[src/rtl/core/cbp_pkg.sv]
// Shared types, constants and helper functions of the coefficient bit packer.
`timescale 1ns / 1ps

package cbp_pkg;

  localparam int unsigned CoeffW     = 20;  // coefficient and offset width
  localparam int unsigned ByteW      = 8;
  localparam int unsigned AccW       = 32;  // bit accumulator
  localparam int unsigned CntW       = 5;   // bits held in the accumulator
  localparam int unsigned WidthW     = 5;   // field width register
  localparam int unsigned MinWidth   = 1;
  localparam int unsigned MaxWidth   = 20;
  localparam int unsigned ResetWidth = 13;
  localparam int unsigned MaxResults = 4;   // per transaction in unpack mode
  localparam int unsigned ResIdxW    = 2;
  localparam int unsigned CfgIdxW    = 2;
  localparam int unsigned CfgDataW   = 20;
  localparam int unsigned QueueDepth = 2;
  // A byte is appended only while it still fits below bit 31.
  localparam int unsigned AppendLimit = AccW - ByteW - 1;

  typedef enum logic [CfgIdxW-1:0] {
    REG_UNPACK_MODE  = 2'd0,
    REG_FIELD_WIDTH  = 2'd1,
    REG_OFFSET_VALUE = 2'd2,
    REG_SIGN_EXTEND  = 2'd3
  } reg_idx_e;

  typedef struct packed {
    logic signed [CoeffW-1:0] coeff_in;
    logic [ByteW-1:0]         byte_in;
    logic                     poly_end;
  } in_item_t;

  typedef struct packed {
    logic [ByteW-1:0]         byte_out;
    logic signed [CoeffW-1:0] coeff_out;
    logic                     run_last;
  } out_item_t;

  // Decoded configuration seen by the front and the back.
  typedef struct packed {
    logic              unpack_mode;
    logic [WidthW-1:0] width;
    logic [CoeffW-1:0] mask;
    logic [CoeffW-1:0] offset;
    logic              sign_extend;
  } cfg_t;

  // Entry of the queue between front and back: a masked field (pack)
  // or a byte in the low bits (unpack).
  typedef struct packed {
    logic [CoeffW-1:0] bits;
    logic              poly_end;
  } work_t;

  function automatic logic [WidthW-1:0] eff_width(input logic [WidthW-1:0] fw);
    if (fw < WidthW'(MinWidth)) begin
      return WidthW'(MinWidth);
    end
    if (fw > WidthW'(MaxWidth)) begin
      return WidthW'(MaxWidth);
    end
    return fw;
  endfunction

  function automatic logic [CoeffW-1:0] width_mask(input logic [WidthW-1:0] w);
    logic [CoeffW-1:0] m;
    for (int i = 0; i < CoeffW; i++) begin
      m[i] = (WidthW'(i) < w);
    end
    return m;
  endfunction

endpackage

[src/rtl/core/cbp_fifo.sv]
// Small flip-flop queue used between the packer stages.
`timescale 1ns / 1ps

module cbp_fifo #(
  parameter int unsigned Width = 8,
  parameter int unsigned Depth = 2
) (
  input  logic             clk_i,
  input  logic             rst_ni,
  input  logic             push_i,
  input  logic [Width-1:0] data_i,
  output logic             full_o,
  input  logic             pop_i,
  output logic [Width-1:0] data_o,
  output logic             empty_o
);

  localparam int unsigned PtrW = (Depth > 1) ? $clog2(Depth) : 1;
  localparam int unsigned CntW = $clog2(Depth + 1);

  logic [Width-1:0] mem_q [Depth];
  logic [PtrW-1:0]  wr_ptr_q, wr_ptr_d, rd_ptr_q, rd_ptr_d;
  logic [CntW-1:0]  count_q, count_d;
  logic             do_push, do_pop;

  assign full_o  = (count_q == CntW'(Depth));
  assign empty_o = (count_q == '0);
  assign do_push = push_i && !full_o;
  assign do_pop  = pop_i && !empty_o;
  assign data_o  = mem_q[rd_ptr_q];

  always_comb begin
    wr_ptr_d = wr_ptr_q;
    rd_ptr_d = rd_ptr_q;
    count_d  = count_q;
    if (do_push) begin
      wr_ptr_d = (wr_ptr_q == PtrW'(Depth - 1)) ? '0 : wr_ptr_q + 1'b1;
    end
    if (do_pop) begin
      rd_ptr_d = (rd_ptr_q == PtrW'(Depth - 1)) ? '0 : rd_ptr_q + 1'b1;
    end
    if (do_push && !do_pop) begin
      count_d = count_q + 1'b1;
    end else if (do_pop && !do_push) begin
      count_d = count_q - 1'b1;
    end
  end

  always_ff @(posedge clk_i or negedge rst_ni) begin
    if (!rst_ni) begin
      wr_ptr_q <= '0;
      rd_ptr_q <= '0;
      count_q  <= '0;
    end else begin
      wr_ptr_q <= wr_ptr_d;
      rd_ptr_q <= rd_ptr_d;
      count_q  <= count_d;
    end
  end

  always_ff @(posedge clk_i) begin
    if (do_push) begin
      mem_q[wr_ptr_q] <= data_i;
    end
  end

  a_count_bound: assert property (@(posedge clk_i) disable iff (!rst_ni)
    count_q <= CntW'(Depth))
    else $error("queue occupancy above depth");

endmodule

[src/rtl/core/cbp_front.sv]
// Front stage: classify an incoming transaction into a queue entry.
`timescale 1ns / 1ps

module cbp_front
  import cbp_pkg::*;
(
  input  cfg_t     cfg_i,
  input  in_item_t in_item_i,
  output work_t    work_o
);

  logic [CoeffW-1:0] biased;

  // Bias and cut the coefficient here so the back only shifts and merges.
  assign biased = $unsigned(in_item_i.coeff_in) + cfg_i.offset;

  always_comb begin
    work_o.poly_end = in_item_i.poly_end;
    if (cfg_i.unpack_mode) begin
      work_o.bits = CoeffW'(in_item_i.byte_in);
    end else begin
      work_o.bits = biased & cfg_i.mask;
    end
  end

endmodule

[src/rtl/core/cbp_back.sv]
// Back stage: bit accumulator that merges queue entries and emits results.
`timescale 1ns / 1ps

module cbp_back
  import cbp_pkg::*;
(
  input  logic      clk_i,
  input  logic      rst_ni,
  input  cfg_t      cfg_i,
  input  logic      clear_i,
  input  logic      q_empty_i,
  input  work_t     q_data_i,
  output logic      q_pop_o,
  input  logic      out_full_i,
  output logic      out_push_o,
  output out_item_t out_item_o
);

  localparam logic [CntW-1:0]    ByteCnt = CntW'(ByteW);
  localparam logic [CntW-1:0]    AppLim  = CntW'(AppendLimit);
  localparam logic [ResIdxW-1:0] LastIdx = ResIdxW'(MaxResults - 1);

  logic [AccW-1:0]    acc_q, acc_d, acc_s, base_acc, m_acc;
  logic [CntW-1:0]    cnt_q, cnt_d, cnt_s, base_cnt, m_cnt;
  logic               busy_q, busy_d, end_q, end_d;
  logic [ResIdxW-1:0] idx_q, idx_d;
  logic [CoeffW-1:0]  field, coeff;
  logic               top_bit, more_s, emit, base_free, load, has_m;

  // Current result and the state left behind once it has gone.
  always_comb begin
    field   = acc_q[CoeffW-1:0] & cfg_i.mask;
    top_bit = |(field & (cfg_i.mask ^ (cfg_i.mask >> 1)));
    if (cfg_i.sign_extend) begin
      coeff = top_bit ? (field | ~cfg_i.mask) : field;
    end else begin
      coeff = field - cfg_i.offset;
    end

    if (cfg_i.unpack_mode) begin
      acc_s  = acc_q >> cfg_i.width;
      cnt_s  = cnt_q - cfg_i.width;
      more_s = (cnt_s >= cfg_i.width) && (idx_q != LastIdx);
    end else if (cnt_q >= ByteCnt) begin
      acc_s  = acc_q >> ByteW;
      cnt_s  = cnt_q - ByteCnt;
      more_s = (cnt_s >= ByteCnt) || (end_q && (cnt_s != '0));
    end else begin
      // zero-padded flush byte
      acc_s  = '0;
      cnt_s  = '0;
      more_s = 1'b0;
    end
    // drop leftover bits at the end of a polynomial
    if (!more_s && end_q) begin
      acc_s = '0;
      cnt_s = '0;
    end
  end

  assign emit      = busy_q && !out_full_i;
  assign base_free = !busy_q || (emit && !more_s);
  assign load      = base_free && !q_empty_i;
  assign q_pop_o   = load;
  assign base_acc  = busy_q ? acc_s : acc_q;
  assign base_cnt  = busy_q ? cnt_s : cnt_q;

  // Merge the next entry on top of the bits still held.
  always_comb begin
    m_acc = base_acc;
    m_cnt = base_cnt;
    if (cfg_i.unpack_mode) begin
      if (base_cnt <= AppLim) begin
        m_acc = base_acc | (AccW'(q_data_i.bits[ByteW-1:0]) << base_cnt);
        m_cnt = base_cnt + ByteCnt;
      end
      has_m = (m_cnt >= cfg_i.width);
    end else begin
      m_acc = base_acc | (AccW'(q_data_i.bits) << base_cnt);
      m_cnt = base_cnt + cfg_i.width;
      has_m = (m_cnt >= ByteCnt) || (q_data_i.poly_end && (m_cnt != '0));
    end
  end

  always_comb begin
    acc_d  = acc_q;
    cnt_d  = cnt_q;
    busy_d = busy_q;
    end_d  = end_q;
    idx_d  = idx_q;
    if (clear_i) begin
      acc_d  = '0;
      cnt_d  = '0;
      busy_d = 1'b0;
    end else if (load) begin
      busy_d = has_m;
      end_d  = q_data_i.poly_end;
      idx_d  = '0;
      if (!has_m && q_data_i.poly_end) begin
        acc_d = '0;
        cnt_d = '0;
      end else begin
        acc_d = m_acc;
        cnt_d = m_cnt;
      end
    end else if (emit) begin
      acc_d  = acc_s;
      cnt_d  = cnt_s;
      busy_d = more_s;
      idx_d  = idx_q + 1'b1;
    end
  end

  always_ff @(posedge clk_i or negedge rst_ni) begin
    if (!rst_ni) begin
      acc_q  <= '0;
      cnt_q  <= '0;
      busy_q <= 1'b0;
      end_q  <= 1'b0;
      idx_q  <= '0;
    end else begin
      acc_q  <= acc_d;
      cnt_q  <= cnt_d;
      busy_q <= busy_d;
      end_q  <= end_d;
      idx_q  <= idx_d;
    end
  end

  assign out_push_o           = emit;
  assign out_item_o.byte_out  = cfg_i.unpack_mode ? '0 : acc_q[ByteW-1:0];
  assign out_item_o.coeff_out = cfg_i.unpack_mode ? $signed(coeff) : '0;
  assign out_item_o.run_last  = !more_s;

  a_pack_pending: assert property (@(posedge clk_i) disable iff (!rst_ni)
    busy_q && !cfg_i.unpack_mode |-> (cnt_q >= ByteCnt) || (end_q && (cnt_q != '0)))
    else $error("pack result pending without bits to send");

  a_pack_residue: assert property (@(posedge clk_i) disable iff (!rst_ni)
    !busy_q && !cfg_i.unpack_mode |-> cnt_q < ByteCnt)
    else $error("whole byte left in accumulator while idle");

  a_unpack_cap: assert property (@(posedge clk_i) disable iff (!rst_ni)
    out_push_o && cfg_i.unpack_mode && (idx_q == LastIdx) |-> out_item_o.run_last)
    else $error("more results than allowed for one transaction");

endmodule

[src/rtl/core/coeff_bit_packer_top.sv]
// Top level of the coefficient bit packer: ports, configuration, stage wiring.
`timescale 1ns / 1ps

// Channel  | Handshake               | Payload
// ---------+-------------------------+-----------------------------------------
// input    | push, full              | in_item_i  (coeff_in, byte_in, poly_end)
// result   | pop, empty              | out_item_o (byte_out, coeff_out, run_last)
// config   | cfg_we_i (no wait)      | cfg_idx_i, cfg_data_i
//
// In the back stage the bit accumulator releases one result per cycle while
// the result queue has room, and merges the next entry in the cycle of the
// previous one's last result, so a 20-bit pack gives up to 3 results, or 4
// when the end of a polynomial adds a padded byte.
// Results reach the ports through the input queue, accumulator and result queue.
// Reset clears the queues, the accumulator and restores the register defaults.
// A full result queue stalls the back stage; the input queue keeps accepting
// until it fills, so either side can stall without starving the other.

module coeff_bit_packer_top
  import cbp_pkg::*;
#(
  parameter int unsigned InQueueDepth  = QueueDepth,
  parameter int unsigned OutQueueDepth = QueueDepth
) (
  input  logic                clk_i,
  input  logic                rst_ni,
  // input transactions
  input  logic                push,
  output logic                full,
  input  in_item_t            in_item_i,
  // result transactions
  output logic                empty,
  input  logic                pop,
  output out_item_t           out_item_o,
  // configuration writes
  input  logic                cfg_we_i,
  input  logic [CfgIdxW-1:0]  cfg_idx_i,
  input  logic [CfgDataW-1:0] cfg_data_i
);

  logic              unpack_mode_q, sign_ext_q;
  logic [WidthW-1:0] field_width_q;
  logic [CoeffW-1:0] offset_q;
  logic              clear;
  cfg_t              cfg;

  work_t             front_work, q_work;
  logic              q_empty, q_pop;
  logic              out_push, out_full;
  out_item_t         back_item;

  // Register file: write only, taken at once. A mode write also flushes
  // the accumulator so the new direction starts from an empty bit stream.
  always_ff @(posedge clk_i or negedge rst_ni) begin
    if (!rst_ni) begin
      unpack_mode_q <= 1'b0;
      field_width_q <= WidthW'(ResetWidth);
      offset_q      <= '0;
      sign_ext_q    <= 1'b1;
    end else if (cfg_we_i) begin
      case (reg_idx_e'(cfg_idx_i))
        REG_UNPACK_MODE:  unpack_mode_q <= cfg_data_i[0];
        REG_FIELD_WIDTH:  field_width_q <= cfg_data_i[WidthW-1:0];
        REG_OFFSET_VALUE: offset_q      <= cfg_data_i[CoeffW-1:0];
        REG_SIGN_EXTEND:  sign_ext_q    <= cfg_data_i[0];
      endcase
    end
  end

  assign clear = cfg_we_i && (reg_idx_e'(cfg_idx_i) == REG_UNPACK_MODE);

  // Clamp the width once here; both stages use the decoded form.
  always_comb begin
    cfg.unpack_mode = unpack_mode_q;
    cfg.width       = eff_width(field_width_q);
    cfg.mask        = width_mask(cfg.width);
    cfg.offset      = offset_q;
    cfg.sign_extend = sign_ext_q;
  end

  cbp_front u_front (
    .cfg_i     (cfg),
    .in_item_i (in_item_i),
    .work_o    (front_work)
  );

  // Queue that decouples accepting from packing.
  cbp_fifo #(
    .Width ($bits(work_t)),
    .Depth (InQueueDepth)
  ) u_in_queue (
    .clk_i   (clk_i),
    .rst_ni  (rst_ni),
    .push_i  (push),
    .data_i  (front_work),
    .full_o  (full),
    .pop_i   (q_pop),
    .data_o  (q_work),
    .empty_o (q_empty)
  );

  cbp_back u_back (
    .clk_i      (clk_i),
    .rst_ni     (rst_ni),
    .cfg_i      (cfg),
    .clear_i    (clear),
    .q_empty_i  (q_empty),
    .q_data_i   (q_work),
    .q_pop_o    (q_pop),
    .out_full_i (out_full),
    .out_push_o (out_push),
    .out_item_o (back_item)
  );

  // Result queue: hold finished results while the consumer stalls.
  cbp_fifo #(
    .Width ($bits(out_item_t)),
    .Depth (OutQueueDepth)
  ) u_out_queue (
    .clk_i   (clk_i),
    .rst_ni  (rst_ni),
    .push_i  (out_push),
    .data_i  (back_item),
    .full_o  (out_full),
    .pop_i   (pop),
    .data_o  (out_item_o),
    .empty_o (empty)
  );

endmodule

[config.mk]
export PLATFORM = sky130hd
export DESIGN_NAME = coeff_bit_packer_top
export DESIGN_NICKNAME = d
export VERILOG_FILES = /design/src/rtl/core/cbp_pkg.sv /design/src/rtl/core/cbp_fifo.sv /design/src/rtl/core/cbp_front.sv /design/src/rtl/core/cbp_back.sv /design/src/rtl/core/coeff_bit_packer_top.sv
export SDC_FILE = /design/constraint.sdc
export NUM_CORES = 1
export LEC_CHECK = 0
export ABC_AREA = 1
export BUFFER_PORTS_ARGS = -buffer_cell sky130_fd_sc_hd__buf_2
export CAP_MARGIN = 40
export CORE_UTILIZATION = 35
export CTS_BUF_LIST = sky130_fd_sc_hd__clkbuf_8
export DETAILED_ROUTE_END_ITERATION = 12
export PLACE_DENSITY = 0.49
export SYNTH_ARGS = -nofsm -noshare
export SYNTH_HDL_FRONTEND = slang
export SYNTH_HIERARCHICAL = 1
export SYNTH_SLANG_ARGS = --single-unit
[constraint.sdc]
create_clock -name clk_i -period 18.11 [get_ports clk_i]
set_input_delay 3.622 -clock clk_i [delete_from_list [all_inputs] [get_ports clk_i]]
set_output_delay 3.622 -clock clk_i [all_outputs]
set_load 0.005 [all_outputs]
==> key figures <==
Outcome
  – Outcome: complete, no violations

Place
  – Final HPWL DP: 42.4 mm
  – GPL Wtd Cong: 0.998
  – I/O Buffers: 86
  – Dpl cell area: 16300 µm²

Detailed routing
  – 1st-iter DRT viols: 1600
  – WL per Instance: 19.1 µm
  – Routed WL: 55.0 mm
  – Drt drc: 0
  – Vias per inst: 5.33
  – ANT nets after route: 0
  – DR pass1 iterations: 7
  – Vias: 15400

Hold path
  – Hold Crit Class: reg2reg
  – Hold depth: 2
  – Hold Startpoint: u_out_queue/wr_ptr_q
  – Hold Path End: u_out_queue/wr_ptr_q

Final layout
  – Fin nets: 2410
  – Sequential cell area: 4910 µm²
  – P&R area growth vs syn: 8.90%
  – Multi-input gate area: 8960 µm²
  – Share of post-route cells with drive strength above 1: 10.5%
  – Post-Layout Inst Area: 16700 µm²
  – # fillers: 4715

Clocking
  – Clock-pin slew on the worst setup and hold paths: 100 ps
  – TritonCTS Buffers: 17
  – CTS H-Tree Depth: 4
  – Number of gates resized after CTS: 0
  – Clk root buf: clkbuf_8
  – CTS tree: built
  – Hold buffers post-CTS: 0
  – Post-CTS setup buffers: 0
  – Clock sinks: 176
  – CTS max path bufs: 2
  – Clk_lat worst skew: 550 ps

Logic synthesis
  – Xor/xnor share of the synthesized area: 1.09%
  – Netlist Area Pre-Place: 15300 µm²
  – Multiplexer area fraction after synthesis: 2.60%
  – Post-synthesis sequential area ratio: 32.0%
  – Largest family of logic cells by synthesized area: simple AND/OR/NAND/NOR gates
  – Synth Area in Adders: 5.83%
  – Post-Syn Area per Cell: 6.79 µm²
  – Post-synthesis register bit count: 176
  – Post-synth EDFFs: 100
  – Dominant synthesized flop cell: edfxtp_1
  – Post-synth ARST share: 43.2%
  – Mapped Cells: 2256
  – Synth warnings: 6
  – Yosys cell types: 64
  – Compound-Gate Fraction of Synth Area: 18.1%
  – Simple-Gate Fraction of Synth Area: 30.7%

Worst setup path
  – Delay of the slowest cell on the worst path: 460 ps
  – Setup crit end kind: register
  – Worst reg2reg setup slack: 10790 ps
  – Worst EP required: 18580 ps
  – Slowest stage cell, crit path: dfrtp_1
  – CP startpoint kind: register
  – Reg-to-reg critical path endpoint: u_back/cnt_q[3]
  – Worst Path Arrival: 7790 ps
  – Crit Path Max Fanout: 42
  – CP most frequent cell: nand2_1
  – Crit path kind: reg2reg
  – R2R depth: 41
  – Launch point of the worst reg-to-reg path: field_width_q[4]

Global routing
  – Number of global-route vias before repair: 14500
  – First-pass GRT wire length: 84.6 mm
  – Gr usage total: 25.2%
  – Initial antenna violation count: 1
  – Largest net degree at the start of global routing: 63
  – Gr ovfl total: 0

Floorplan
  – Die ar.: 44600 µm²
  – Io pins: 87
  – Site Rows: 76
  – Chip height: 211 µm
  – Core ar.: 43200 µm²
  – Starting Density: 35.5%
  – Die Wd: 211 µm

STA
  – Clock skew: 19.0 ps
  – Setup violators final: 0
  – Max Clock Freq: 137 MHz
  – Final worst-path cycle share: 40.4%
  – Worst slew pin tran: 894 ps
  – Period minus WS final: 7320 ps
  – Fin. max-slew vios: 0
  – Hold Fails Final Rpt: 0
  – Setup TNS Final: 0 ps
  – Slew HR: 40.3%
  – RSZ-0062 raised after global routing: no

Power and ir drop
  – Total power: 3.68 mW
  – Leak: 8.13 nW
  – Max VDD drop: 0.0932 mV
  – Power Dens Cells: 221 nW/µm²

Job
  – MaxCap Viol Count: 0
## cells by family after synthesis
group / after synthesis
AO/OA/AOI/OAI: 477
XOR/XNOR: 19
adder cells (fa/ha/maj): 69
buffers and inverters: 362
flip-flops: 176
multiplexers: 34
other: 1
AND/OR/NAND/NOR: 1118
## layer usage
metal	up-vias	GRT usage, %	routed length [µm]
li1	7557	-	-
met5	-	0	0
met3	57	5.26	3880
met2	511	38.4	24100
met1	7245	35.8	26000
met4	0	7.37	984
## stage by stage
step | util [%] | hold WS (ps) | std cells | setup WS, ps
floorplan | - | 449 | 2258 | 12410
global placement | 37.4 | 463 | 2845 | 10870
detailed placement | 37.7 | 481 | 2851 | 10900
CTS | 38.6 | 510 | 2882 | 10850
global route | 38.6 | 533 | 2882 | 10070
finish | 38.6 | 512 | 2883 | 10790
## sequential cells by signal, indices dropped and copies added (netlist names)
register,flops
u_in_queue/wr_ptr_q,1
u_out_queue/mem_q,58
u_back/end_q,1
offset_q,20
u_back/cnt_q,5
field_width_q,5
unpack_mode_q,1
u_out_queue/rd_ptr_q,1
u_in_queue/rd_ptr_q,1
u_out_queue/wr_ptr_q,1
u_back/busy_q,1
u_in_queue/mem_q,42
u_in_queue/count_q,2
u_back/idx_q,2
u_back/acc_q,32
u_out_queue/count_q,2
sign_ext_q,1
## synthesized netlist by cell type (9+ instances only)
library cell  count  share of area [%]
a211oi_1         20               0.98
a21oi_1         125                4.1
a22oi_1          18               0.88
a31oi_1          22               0.90
buf_1             9               0.22
buf_2            30               0.98
clkbuf_1         51                1.2
dfrtp_1          72                 12
edfxtp_1        100                 20
ha_1             65                5.3
inv_1           238                5.8
inv_2            15               0.37
mux2_4           10               0.98
mux2i_1          18                1.2
nand2_1         729                 18
nand2_2          11               0.45
nand3_1         164                5.4
nand3_2           9               0.59
nand3b_1          9               0.44
nand4_1          13               0.53
nor2_1          134                3.3
nor2_2           12               0.49
nor3_1           14               0.46
o211ai_1         25                1.2
o21ai_0         180                5.9
o21ai_1          32                1.0
xor2_1           11               0.63
## layout make-up
cell class / instances / area share (%)
Sequential cell: 176 / 29.4
Clock inverter: 13 / 0.900
Clock buffer: 18 / 1.48
Antenna cell: 1 / 0.0150
Tap cell: 585 / 4.39
Timing Repair Buffer: 112 / 4.29
Multi-Input combinational cell: 1720 / 53.7
Inverter: 258 / 5.80
## how the worst max path moves through the flow
stage                startpoint              end  slack (ps)  depth (start not counted)
2_1_floorplan  field_width_q[3]  u_back/acc_q[5]       12410                         41
3_3_place_gp   field_width_q[4]  u_back/cnt_q[4]       10870                         41
3_5_place_dp   field_width_q[4]  u_back/cnt_q[3]       10900                         41
4_1_cts        field_width_q[4]  u_back/cnt_q[3]       10850                         41
5_1_grt        field_width_q[4]  u_back/cnt_q[3]       10070                         42
6_report       field_width_q[4]  u_back/cnt_q[3]       10790                         41
## report_power, final
group | internal (mW) | leakage, nW | total [mW] | switching [mW]
registers | 0.614 | 1.85 | 0.745 | 0.131
logic | 0.829 | 6.07 | 2.64 | 1.81
clock network | 0.128 | 0.204 | 0.295 | 0.166
## cells in the final DEF (no fill, tap or decap), drive strengths merged, types with 16 or more instances in the layout
master	n
inv	261
a211oi	20
o21ai	219
nor2	148
ha	65
a31oi	22
nand3	175
dfrtp	72
buf	112
mux2i	18
edfxtp	100
a22oi	18
o211ai	25
clkbuf	18
nand2	741
a21oi	130
mux2	16
## critical path, delay by kind of cell (launching register included)
family / cells / cell delay (ps)
xor+xnor: 1 / 170
simple gates: 15 / 2170
compound gates: 8 / 920
flops: 1 / 460
buf+inv: 13 / 2320
fa+ha+maj: 4 / 1120
No activity file was read; power rests on OpenSTA's default activity.
